`src/design/slbs_pkg.sv`:
```
// ----------------------------------------------------------------------------
// slbs_pkg
// Shared types, codes and constants of the status LED blink sequencer.
// ----------------------------------------------------------------------------
package slbs_pkg;

	// blink palette size, up to three colors
	localparam int BLINK_COLOR_COUNT_DEF = 3;
	localparam int PALETTE_SIZE          = 3;

	// command codes
	typedef enum logic [1:0] {
		OP_SET_MODE = 2'd0,
		OP_BLINK    = 2'd1,
		OP_TICK     = 2'd2
	} op_t;

	// pixel modes, blinking included
	typedef enum logic [1:0] {
		MODE_IDLE  = 2'd0,
		MODE_WORK  = 2'd1,
		MODE_BREAK = 2'd2,
		MODE_BLINK = 2'd3
	} mode_t;

	// configuration register indexes
	localparam int CFG_INDEX_W = 3;
	localparam int CFG_DATA_W  = 24;
	localparam logic [CFG_INDEX_W-1:0] REG_IDLE_COLOR  = 3'd0;
	localparam logic [CFG_INDEX_W-1:0] REG_WORK_COLOR  = 3'd1;
	localparam logic [CFG_INDEX_W-1:0] REG_BREAK_COLOR = 3'd2;
	localparam logic [CFG_INDEX_W-1:0] REG_BRIGHTNESS  = 3'd3;
	localparam logic [CFG_INDEX_W-1:0] REG_REFRESH_MS  = 3'd4;

	// reset values of the registers
	localparam logic [23:0] IDLE_COLOR_RST  = 24'h000000;
	localparam logic [23:0] WORK_COLOR_RST  = 24'h804000;
	localparam logic [23:0] BREAK_COLOR_RST = 24'h000080;
	localparam logic [7:0]  BRIGHTNESS_RST  = 8'd50;
	localparam logic [15:0] REFRESH_MS_RST  = 16'd50;
	localparam logic [7:0]  BLINK_BRIGHTNESS = 8'd255;

	// blue, deep pink, orange
	localparam logic [23:0] BLINK_PALETTE [PALETTE_SIZE] = '{
		24'h0000FF, 24'hFF1493, 24'hFFA500
	};

	// one input item
	typedef struct packed {
		logic [1:0]  opcode;
		logic [1:0]  new_mode;
		logic [15:0] sweep_count;
		logic [15:0] phase_ms;
		logic [31:0] now_ms;
	} item_t;

	// color and timing settings seen by the step logic
	typedef struct packed {
		logic [23:0] idle_color;
		logic [23:0] work_color;
		logic [23:0] break_color;
		logic [15:0] refresh_interval;
	} cfg_t;

	// sequencer state
	typedef struct packed {
		mode_t       mode;
		mode_t       saved_mode;
		logic [31:0] last_refresh;
		logic [31:0] next_change;
		logic [15:0] phase_len;
		logic [15:0] sweeps_target;
		logic [15:0] sweeps_done;
		logic [1:0]  color_idx;
		logic        on_phase;
		logic [23:0] pixel;
		logic [7:0]  saved_bright;
		logic [7:0]  active_bright;
	} state_t;

	localparam state_t STATE_RST = '{
		mode:          MODE_IDLE,
		saved_mode:    MODE_IDLE,
		last_refresh:  32'd0,
		next_change:   32'd0,
		phase_len:     16'd0,
		sweeps_target: 16'd0,
		sweeps_done:   16'd0,
		color_idx:     2'd0,
		on_phase:      1'b0,
		pixel:         24'd0,
		saved_bright:  BRIGHTNESS_RST,
		active_bright: BRIGHTNESS_RST
	};

	// one result item
	typedef struct packed {
		logic [23:0] pixel;
		logic [7:0]  brightness;
		logic        refresh;
		mode_t       mode;
	} result_t;

	// palette lookup, out-of-range index falls back to the first color
	function automatic logic [23:0] palette_at(logic [1:0] idx, int count);
		logic [23:0] col;
		col = BLINK_PALETTE[0];
		if (32'(idx) < count && 32'(idx) < PALETTE_SIZE) begin
			col = BLINK_PALETTE[idx];
		end
		return col;
	endfunction

endpackage

```
`src/design/slbs_step.sv`:
```
// ----------------------------------------------------------------------------
// slbs_step
// Next-state and result logic for one command against the current state.
// ----------------------------------------------------------------------------
module slbs_step
	import slbs_pkg::*;
#(
	parameter int BLINK_COLOR_COUNT = BLINK_COLOR_COUNT_DEF
) (
	input  item_t  item,
	input  cfg_t   cfg,
	input  state_t cur,
	output state_t nxt,
	output logic   refresh
);

	logic [31:0] elapsed;
	logic [1:0]  idx_inc;
	logic        idx_wrap;
	logic [15:0] sweeps_new;

	assign elapsed    = item.now_ms - cur.last_refresh;
	assign idx_inc    = cur.color_idx + 2'd1;
	assign idx_wrap   = 32'(idx_inc) >= BLINK_COLOR_COUNT;
	assign sweeps_new = idx_wrap ? cur.sweeps_done + 16'd1 : cur.sweeps_done;

	// command decode and state update
	always_comb begin
		nxt     = cur;
		refresh = 1'b0;
		unique case (item.opcode)
			OP_SET_MODE: begin
				if (mode_t'(item.new_mode) != MODE_BLINK) begin
					if (cur.mode == MODE_BLINK) begin
						nxt.active_bright = cur.saved_bright;
					end
					nxt.mode = mode_t'(item.new_mode);
				end
			end
			OP_BLINK: begin
				if (cur.mode != MODE_BLINK) begin
					nxt.saved_mode   = cur.mode;
					nxt.saved_bright = cur.active_bright;
				end
				nxt.mode          = MODE_BLINK;
				nxt.sweeps_target = item.sweep_count;
				nxt.sweeps_done   = 16'd0;
				nxt.color_idx     = 2'd0;
				nxt.on_phase      = 1'b1;
				nxt.phase_len     = item.phase_ms;
				nxt.next_change   = item.now_ms + {16'd0, item.phase_ms};
				nxt.active_bright = BLINK_BRIGHTNESS;
				nxt.pixel         = palette_at(2'd0, BLINK_COLOR_COUNT);
			end
			OP_TICK: begin
				if (cur.mode == MODE_BLINK || elapsed >= {16'd0, cfg.refresh_interval}) begin
					refresh = 1'b1;
					// blink phase step once the deadline is reached
					if (cur.mode == MODE_BLINK && item.now_ms >= cur.next_change) begin
						nxt.next_change = item.now_ms + {16'd0, cur.phase_len};
						if (cur.on_phase) begin
							nxt.pixel    = 24'd0;
							nxt.on_phase = 1'b0;
						end else begin
							nxt.color_idx   = idx_wrap ? 2'd0 : idx_inc;
							nxt.sweeps_done = sweeps_new;
							if (sweeps_new >= cur.sweeps_target) begin
								nxt.active_bright = cur.saved_bright;
								nxt.mode          = cur.saved_mode;
							end else begin
								nxt.pixel    = palette_at(nxt.color_idx, BLINK_COLOR_COUNT);
								nxt.on_phase = 1'b1;
							end
						end
					end
					// steady refresh
					if (nxt.mode != MODE_BLINK) begin
						nxt.last_refresh = item.now_ms;
						nxt.saved_mode   = nxt.mode;
						case (nxt.mode)
							MODE_WORK:  nxt.pixel = cfg.work_color;
							MODE_BREAK: nxt.pixel = cfg.break_color;
							default:    nxt.pixel = cfg.idle_color;
						endcase
					end
				end
			end
			default: begin
				nxt = cur;
			end
		endcase
	end

endmodule

```
`src/design/status_led_blink_sequencer.sv`:
```
// A transferred command waits in the input stage; its result is registered in the result stage when it advances.
// Throughput: one command per cycle; the single-pass step logic between the input
// stage and the result register sets this figure, and output stall holds both stages.
// Reset: asynchronous, active low; clears both valid flags, the sequencer state
// (idle mode, black pixel, brightness 50) and the settings to their defaults.
// ----------------------------------------------------------------------------
// status_led_blink_sequencer
// RGB status pixel sequencer: steady modes, blink sweeps and timed refresh.
// ----------------------------------------------------------------------------
module status_led_blink_sequencer
	import slbs_pkg::*;
#(
	parameter int BLINK_COLOR_COUNT = BLINK_COLOR_COUNT_DEF
) (
	input  logic                   clk,
	input  logic                   arst_n,
	// settings write port
	input  logic                   wr_en,
	input  logic [CFG_INDEX_W-1:0] wr_index,
	input  logic [CFG_DATA_W-1:0]  wr_data,
	// command channel
	input  logic                   in_valid,
	output logic                   in_stall,
	input  logic [1:0]             opcode,
	input  logic [1:0]             new_mode,
	input  logic [15:0]            sweep_count,
	input  logic [15:0]            phase_ms,
	input  logic [31:0]            now_ms,
	// result channel
	output logic                   out_valid,
	input  logic                   out_stall,
	output logic [7:0]             red,
	output logic [7:0]             green,
	output logic [7:0]             blue,
	output logic [7:0]             brightness,
	output logic                   refresh,
	output logic [1:0]             mode
);

	logic    valid_s1;
	item_t   item_s1;
	logic    valid_s2;
	result_t res_s2;
	cfg_t    cfg_q;
	state_t  state_q;
	state_t  state_nxt;
	logic    step_refresh;
	logic    advance;
	logic    in_xfer;

	// handshake
	assign advance  = valid_s1 && (!valid_s2 || !out_stall);
	assign in_stall = valid_s1 && !advance;
	assign in_xfer  = in_valid && !in_stall;

	// input stage control
	always_ff @(posedge clk or negedge arst_n) begin
		if (!arst_n) begin
			valid_s1 <= 1'b0;
		end else if (in_xfer) begin
			valid_s1 <= 1'b1;
		end else if (advance) begin
			valid_s1 <= 1'b0;
		end
	end

	// input stage payload
	always_ff @(posedge clk) begin
		if (in_xfer) begin
			item_s1 <= '{opcode: opcode, new_mode: new_mode, sweep_count: sweep_count,
				phase_ms: phase_ms, now_ms: now_ms};
		end
	end

	// step logic
	slbs_step #(
		.BLINK_COLOR_COUNT(BLINK_COLOR_COUNT)
	) u_step (
		.item    (item_s1),
		.cfg     (cfg_q),
		.cur     (state_q),
		.nxt     (state_nxt),
		.refresh (step_refresh)
	);

	// settings registers
	always_ff @(posedge clk or negedge arst_n) begin
		if (!arst_n) begin
			cfg_q <= '{idle_color: IDLE_COLOR_RST, work_color: WORK_COLOR_RST,
				break_color: BREAK_COLOR_RST, refresh_interval: REFRESH_MS_RST};
		end else if (wr_en) begin
			case (wr_index)
				REG_IDLE_COLOR:  cfg_q.idle_color       <= wr_data;
				REG_WORK_COLOR:  cfg_q.work_color       <= wr_data;
				REG_BREAK_COLOR: cfg_q.break_color      <= wr_data;
				REG_REFRESH_MS:  cfg_q.refresh_interval <= wr_data[15:0];
				default: ;
			endcase
		end
	end

	// sequencer state, brightness write applies at once outside blinking when no command advances
	always_ff @(posedge clk or negedge arst_n) begin
		if (!arst_n) begin
			state_q <= STATE_RST;
		end else if (advance) begin
			state_q <= state_nxt;
		end else if (wr_en && wr_index == REG_BRIGHTNESS && state_q.mode != MODE_BLINK) begin
			state_q.active_bright <= wr_data[7:0];
		end
	end

	// result stage control
	always_ff @(posedge clk or negedge arst_n) begin
		if (!arst_n) begin
			valid_s2 <= 1'b0;
		end else if (advance) begin
			valid_s2 <= 1'b1;
		end else if (!out_stall) begin
			valid_s2 <= 1'b0;
		end
	end

	// result stage payload
	always_ff @(posedge clk) begin
		if (advance) begin
			res_s2 <= '{pixel: state_nxt.pixel, brightness: state_nxt.active_bright,
				refresh: step_refresh, mode: state_nxt.mode};
		end
	end

	// result ports
	assign out_valid  = valid_s2;
	assign red        = res_s2.pixel[23:16];
	assign green      = res_s2.pixel[15:8];
	assign blue       = res_s2.pixel[7:0];
	assign brightness = res_s2.brightness;
	assign refresh    = res_s2.refresh;
	assign mode       = res_s2.mode;

endmodule

```
`config.mk`:
```
export PLATFORM = sky130hd
export DESIGN_NAME = status_led_blink_sequencer
export DESIGN_NICKNAME = d
export VERILOG_FILES = /design/src/design/slbs_pkg.sv /design/src/design/slbs_step.sv /design/src/design/status_led_blink_sequencer.sv
export SDC_FILE = /design/constraint.sdc
export NUM_CORES = 1
export LEC_CHECK = 0
export BUFFER_PORTS_ARGS = -buffer_cell sky130_fd_sc_hd__buf_2
export CORE_UTILIZATION = 60
export CTS_BUF_LIST = sky130_fd_sc_hd__clkbuf_16
export CTS_CLUSTER_SIZE = 16
export DETAILED_ROUTE_END_ITERATION = 10
export GPL_TIMING_DRIVEN = 0
export PLACE_DENSITY_LB_ADDON = 0.05
export SYNTH_ARGS = -nofsm -noshare
export SYNTH_HDL_FRONTEND = slang
export SYNTH_SLANG_ARGS = --single-unit
```
`constraint.sdc`:
```
create_clock -name clk -period 7.4 [get_ports clk]
set_clock_uncertainty 0.2 [all_clocks]
set_input_delay 2.22 -clock clk [delete_from_list [all_inputs] [get_ports clk]]
set_output_delay 2.22 -clock clk [all_outputs]
set_load 0.02 [all_outputs]
```
==> results.txt <==
The run finished with clean final reports. The post-synthesis instance area is 20800 sq um. The total overflow reported by the global router came out at 0. Of all nets on the critical path, the largest fanout is 10.

The shortest clock period the worst path allows after layout came out at roughly 6.8 ns. The floorplan step set the die width to 188 microns. By instance count, the leading cell after synthesis is sky130_fd_sc_hd__dfrtp_1.

The share of the cycle needed by the critical path after routing is ~92%. The post-CTS repair timing setup buffer count is 0. The path with the worst hold slack has its endpoint at state_q[60]. The global-route usage over all layers came out at about a third. The number of nets in the synthesized netlist is roughly 2200.

Clock-pin slew was measured on the worst setup and hold paths at 0.06 ns. The insertion delay to the later sink of the worst-skew pair is ~0.57 ns. The endpoint identified for the worst register-to-register timing path is red[2].

The distinct cell type count of the synthesized netlist is between 80 and 90. After detailed placement, the total cell area comes to 22100 sq um. The via count of the first global-routing pass was roughly 16000. The area enclosed by the die boundary came out at roughly 35000 sq um. The startpoint of the lowest-slack hold path is item_s1[49]. The core area is 33900 sq um.

The worst register-to-register path begins at state_q[42]. The total routed wirelength came out at 56400 microns. 0 antenna diodes ended up in the layout.

For this design the ratio of total power to cell area is 326 nW/um^2. The placer congestion estimate is 0.913. The synthesized instance count is 1992. The worst hold path belongs to the class register to register. The final hold violation count was 0. The number of warnings reported in the yosys synthesis log is 0. The share of total power in combinational logic is 38.7%.

Buffers inserted to repair hold after CTS numbered 0. After synthesis, the most frequently instantiated cells are sky130_fd_sc_hd__dfrtp_1 (237), sky130_fd_sc_hd__a21oi_1 (155), sky130_fd_sc_hd__nand2_1 (136). The quantity of I/O buffers inserted on ports is ~140. The transition time at the pin with the least slew margin came out at roughly 1.2 ns.

The number of buffers created by CTS is 40. The critical path is of the register to register type. The H-tree was split into 2 levels. The number of buffer and inverter instances along the worst setup path is 5. The cell depth of the worst hold path is 1. STA puts the critical path data arrival time at between 6 and 7 ns. The sequential share of power came out at 35.7%. The total non-filler cell area in the finished layout is roughly 23000 sq um. The post-layout net count is 2410. The clock passes through at most 3 buffers.

The delay contributed by the slowest stage of the critical path is 0.44 ns. The standard cell with the maximum stage delay on the critical path is sky130_fd_sc_hd__a21oi_1. In this run, synthesis produced a sequential element count of 352. The kind of start point of the critical path is a register. Summed over all cells, the static leakage comes to 10.3 nW. The row count is 67. The proportion of total power due to net switching is 36.8%.

In the final routed layout, each cell accounts on average for 21.2 microns. The area share of the leading cell type in the synthesized netlist came out at around 28%. The clock network is responsible for 25.6% of the overall power.

The total internal power came out at ~0.0048 W. The family with the most delay on the worst path is compound AO/OA/AOI/OAI gates. The remaining antenna violation count is 0. The worst-case reg-to-reg path depth is 25. The worst-case IR drop observed on VDD is just over 0.2 mV. Cells with a size suffix above 1 make up 19.6% of the layout. In the post-synthesis netlist, the biggest area contributors are sky130_fd_sc_hd__dfrtp_1 (28%), sky130_fd_sc_hd__edfxtp_1 (15%), sky130_fd_sc_hd__ha_1 (8.1%). The data required time of the worst path is about 7.5 ns. The initial cell density of the core is between 60 and 70%. In this run the count of I/O pins placed on the die edge is 137.

The count of maximum capacitance violations came out at 0. STA classifies the critical path endpoint as a register. The remaining max-slew budget at the tightest pin came out at 17.2%. The setup slack of the worst register-to-register path is 0.56 ns.

The initial antenna violation count was 0. The placed wire-length estimate came out at 41400 microns. The setup violation total in the final timing report came out at 0. The vertical extent of the die is 188 microns.

Before antenna repair, the detailed router went through 5 iterations. Entering global routing, the biggest net connects ~120 pins. The violation count after the first detailed-routing iteration is ~1500. In this run the clock root is driven by a sky130_fd_sc_hd__clkbuf_16. TritonCTS built the clock tree.

The total number of clock tree sinks is 352. Summed over all nets, the switching power comes to 0.00281 W. Among all flip-flop cells after synthesis, the most frequent one is sky130_fd_sc_hd__dfrtp_1. The total power draw came out at 0.00764 W. The global-route wire length before repair is between 90000 and 100000 microns. The cell seen most often among critical-path stages is sky130_fd_sc_hd__clkbuf_1. The fraction of registers with async set or reset after synthesis came out at 70.7%.

The largest total area in the synthesized netlist belongs to sky130_fd_sc_hd__dfrtp_1. After synthesis, flip-flops and latches occupy 44.9% of the total area. The maximum clock rate is around 150 MHz.

Setup repair after global routing left no endpoint under its margin. The detail-routed via count per cell came out at around 6.3. Each instance of the synthesized netlist takes up on average 10.5 sq um. The total number of vias is 16702.

The area overhead of the layout relative to synthesis is 12.5%. The number of enable-type register cells in the synthesized netlist is 103. The minimum hold slack is 0.275 ns. The number of pins with negative max-slew slack in the final report came to 0. The total DRC errors in the routed layout is 0.
-- kinds of logic after synthesis --
group                    synth area share (%)
AO/OA/AOI/OAI                            18.9
XOR/XNOR                                 3.07
adder cells (fa/ha/maj)                  8.40
buffers and inverters                    4.48
flip-flops                               44.9
multiplexers                             9.12
AND/OR/NAND/NOR                          11.2
-- through the flow --
step                util (%)  TNS, ns  instances  setup WS, ns
floorplan                  -        0       1992          2.08
global placement        65.1  -184.13       2576        -0.822
detailed placement      65.3  -0.0102       2578       -0.0102
CTS                     69.1        0       2652         0.189
global route            69.2        0       2652         0.160
finish                  69.2        0       2652         0.562
-- area by class of cell --
type | instances | area [sq um]
Inverter | 131 | 492
Sequential cell | 352 | 9340
Multi-Input combinational cell | 1415 | 10600
Fill cell | 2646 | 10400
Clock buffer | 41 | 1030
Tap cell | 448 | 561
Clock inverter | 33 | 255
Timing Repair Buffer | 138 | 746
Buffer | 94 | 442
-- per-layer routing --
metal  track usage [%]  vias up  share of wire [%]
li1                  -     7740                  -
met1              46.4     8234                 45
met2              50.3      611                 46
met3              4.60      117                6.5
met4              10.4        0                2.7
met5                 0        -                  0
-- state kept, by name (all words and copies together), names as in the netlist --
register / flops
item_s1: 68
out_valid: 1
refresh: 1
state_q: 159
mode: 2
red: 8
cfg_q: 88
valid_s1: 1
blue: 8
brightness: 8
green: 8
-- worst max-delay path by stage --
stage               cells past startpoint        start  slack [ns]          end
floorplan                              25  state_q[42]        2.08       red[0]
global placement                        1       arst_n       -0.82  state_q[61]
detailed placement                     23  state_q[42]       -0.01       red[2]
CTS                                    23  state_q[42]        0.19       red[2]
global route                           25  state_q[42]        0.16       red[2]
finish                                 25  state_q[42]        0.56       red[2]
-- repair_timing --
action                                 CTS  global route
setup endpoints to repair                2            36
gates resized for setup                  1             5
endpoints found under the hold margin    0             0
gates cloned                             0             0
pin swaps                                0             0
-- power by group through the flow --
stage / clock (W) / sequential (W) / combinational, W
floorplan: 0 / 0.00270 / 0.00212
global placement: 0 / 0.00273 / 0.00281
detailed placement: 0 / 0.00275 / 0.00290
CTS: 0.00198 / 0.00272 / 0.00292
global route: 0.00205 / 0.00277 / 0.00327
finish: 0.00196 / 0.00273 / 0.00295
-- layout by cell type, fill, tap and decap left out, types with 30 or more instances in the layout --
cell / synthesis / final
sky130_fd_sc_hd__dfrtp_1: 237 / 237
sky130_fd_sc_hd__nand2_1: 136 / 136
sky130_fd_sc_hd__a21oi_1: 155 / 154
sky130_fd_sc_hd__clkbuf_16: 0 / 41
sky130_fd_sc_hd__buf_2: 13 / 148
sky130_fd_sc_hd__mux2_2: 126 / 126
sky130_fd_sc_hd__nor2_1: 113 / 112
sky130_fd_sc_hd__a21o_1: 47 / 47
sky130_fd_sc_hd__xor2_1: 31 / 31
sky130_fd_sc_hd__edfxtp_1: 103 / 103
sky130_fd_sc_hd__clkbuf_1: 68 / 68
sky130_fd_sc_hd__xnor2_1: 42 / 42
sky130_fd_sc_hd__o21ai_0: 83 / 82
sky130_fd_sc_hd__ha_1: 135 / 135
sky130_fd_sc_hd__nor3_1: 30 / 30
sky130_fd_sc_hd__nand3_1: 48 / 48
sky130_fd_sc_hd__inv_1: 129 / 141
Note: power is estimated with default switching activity, not from simulation.
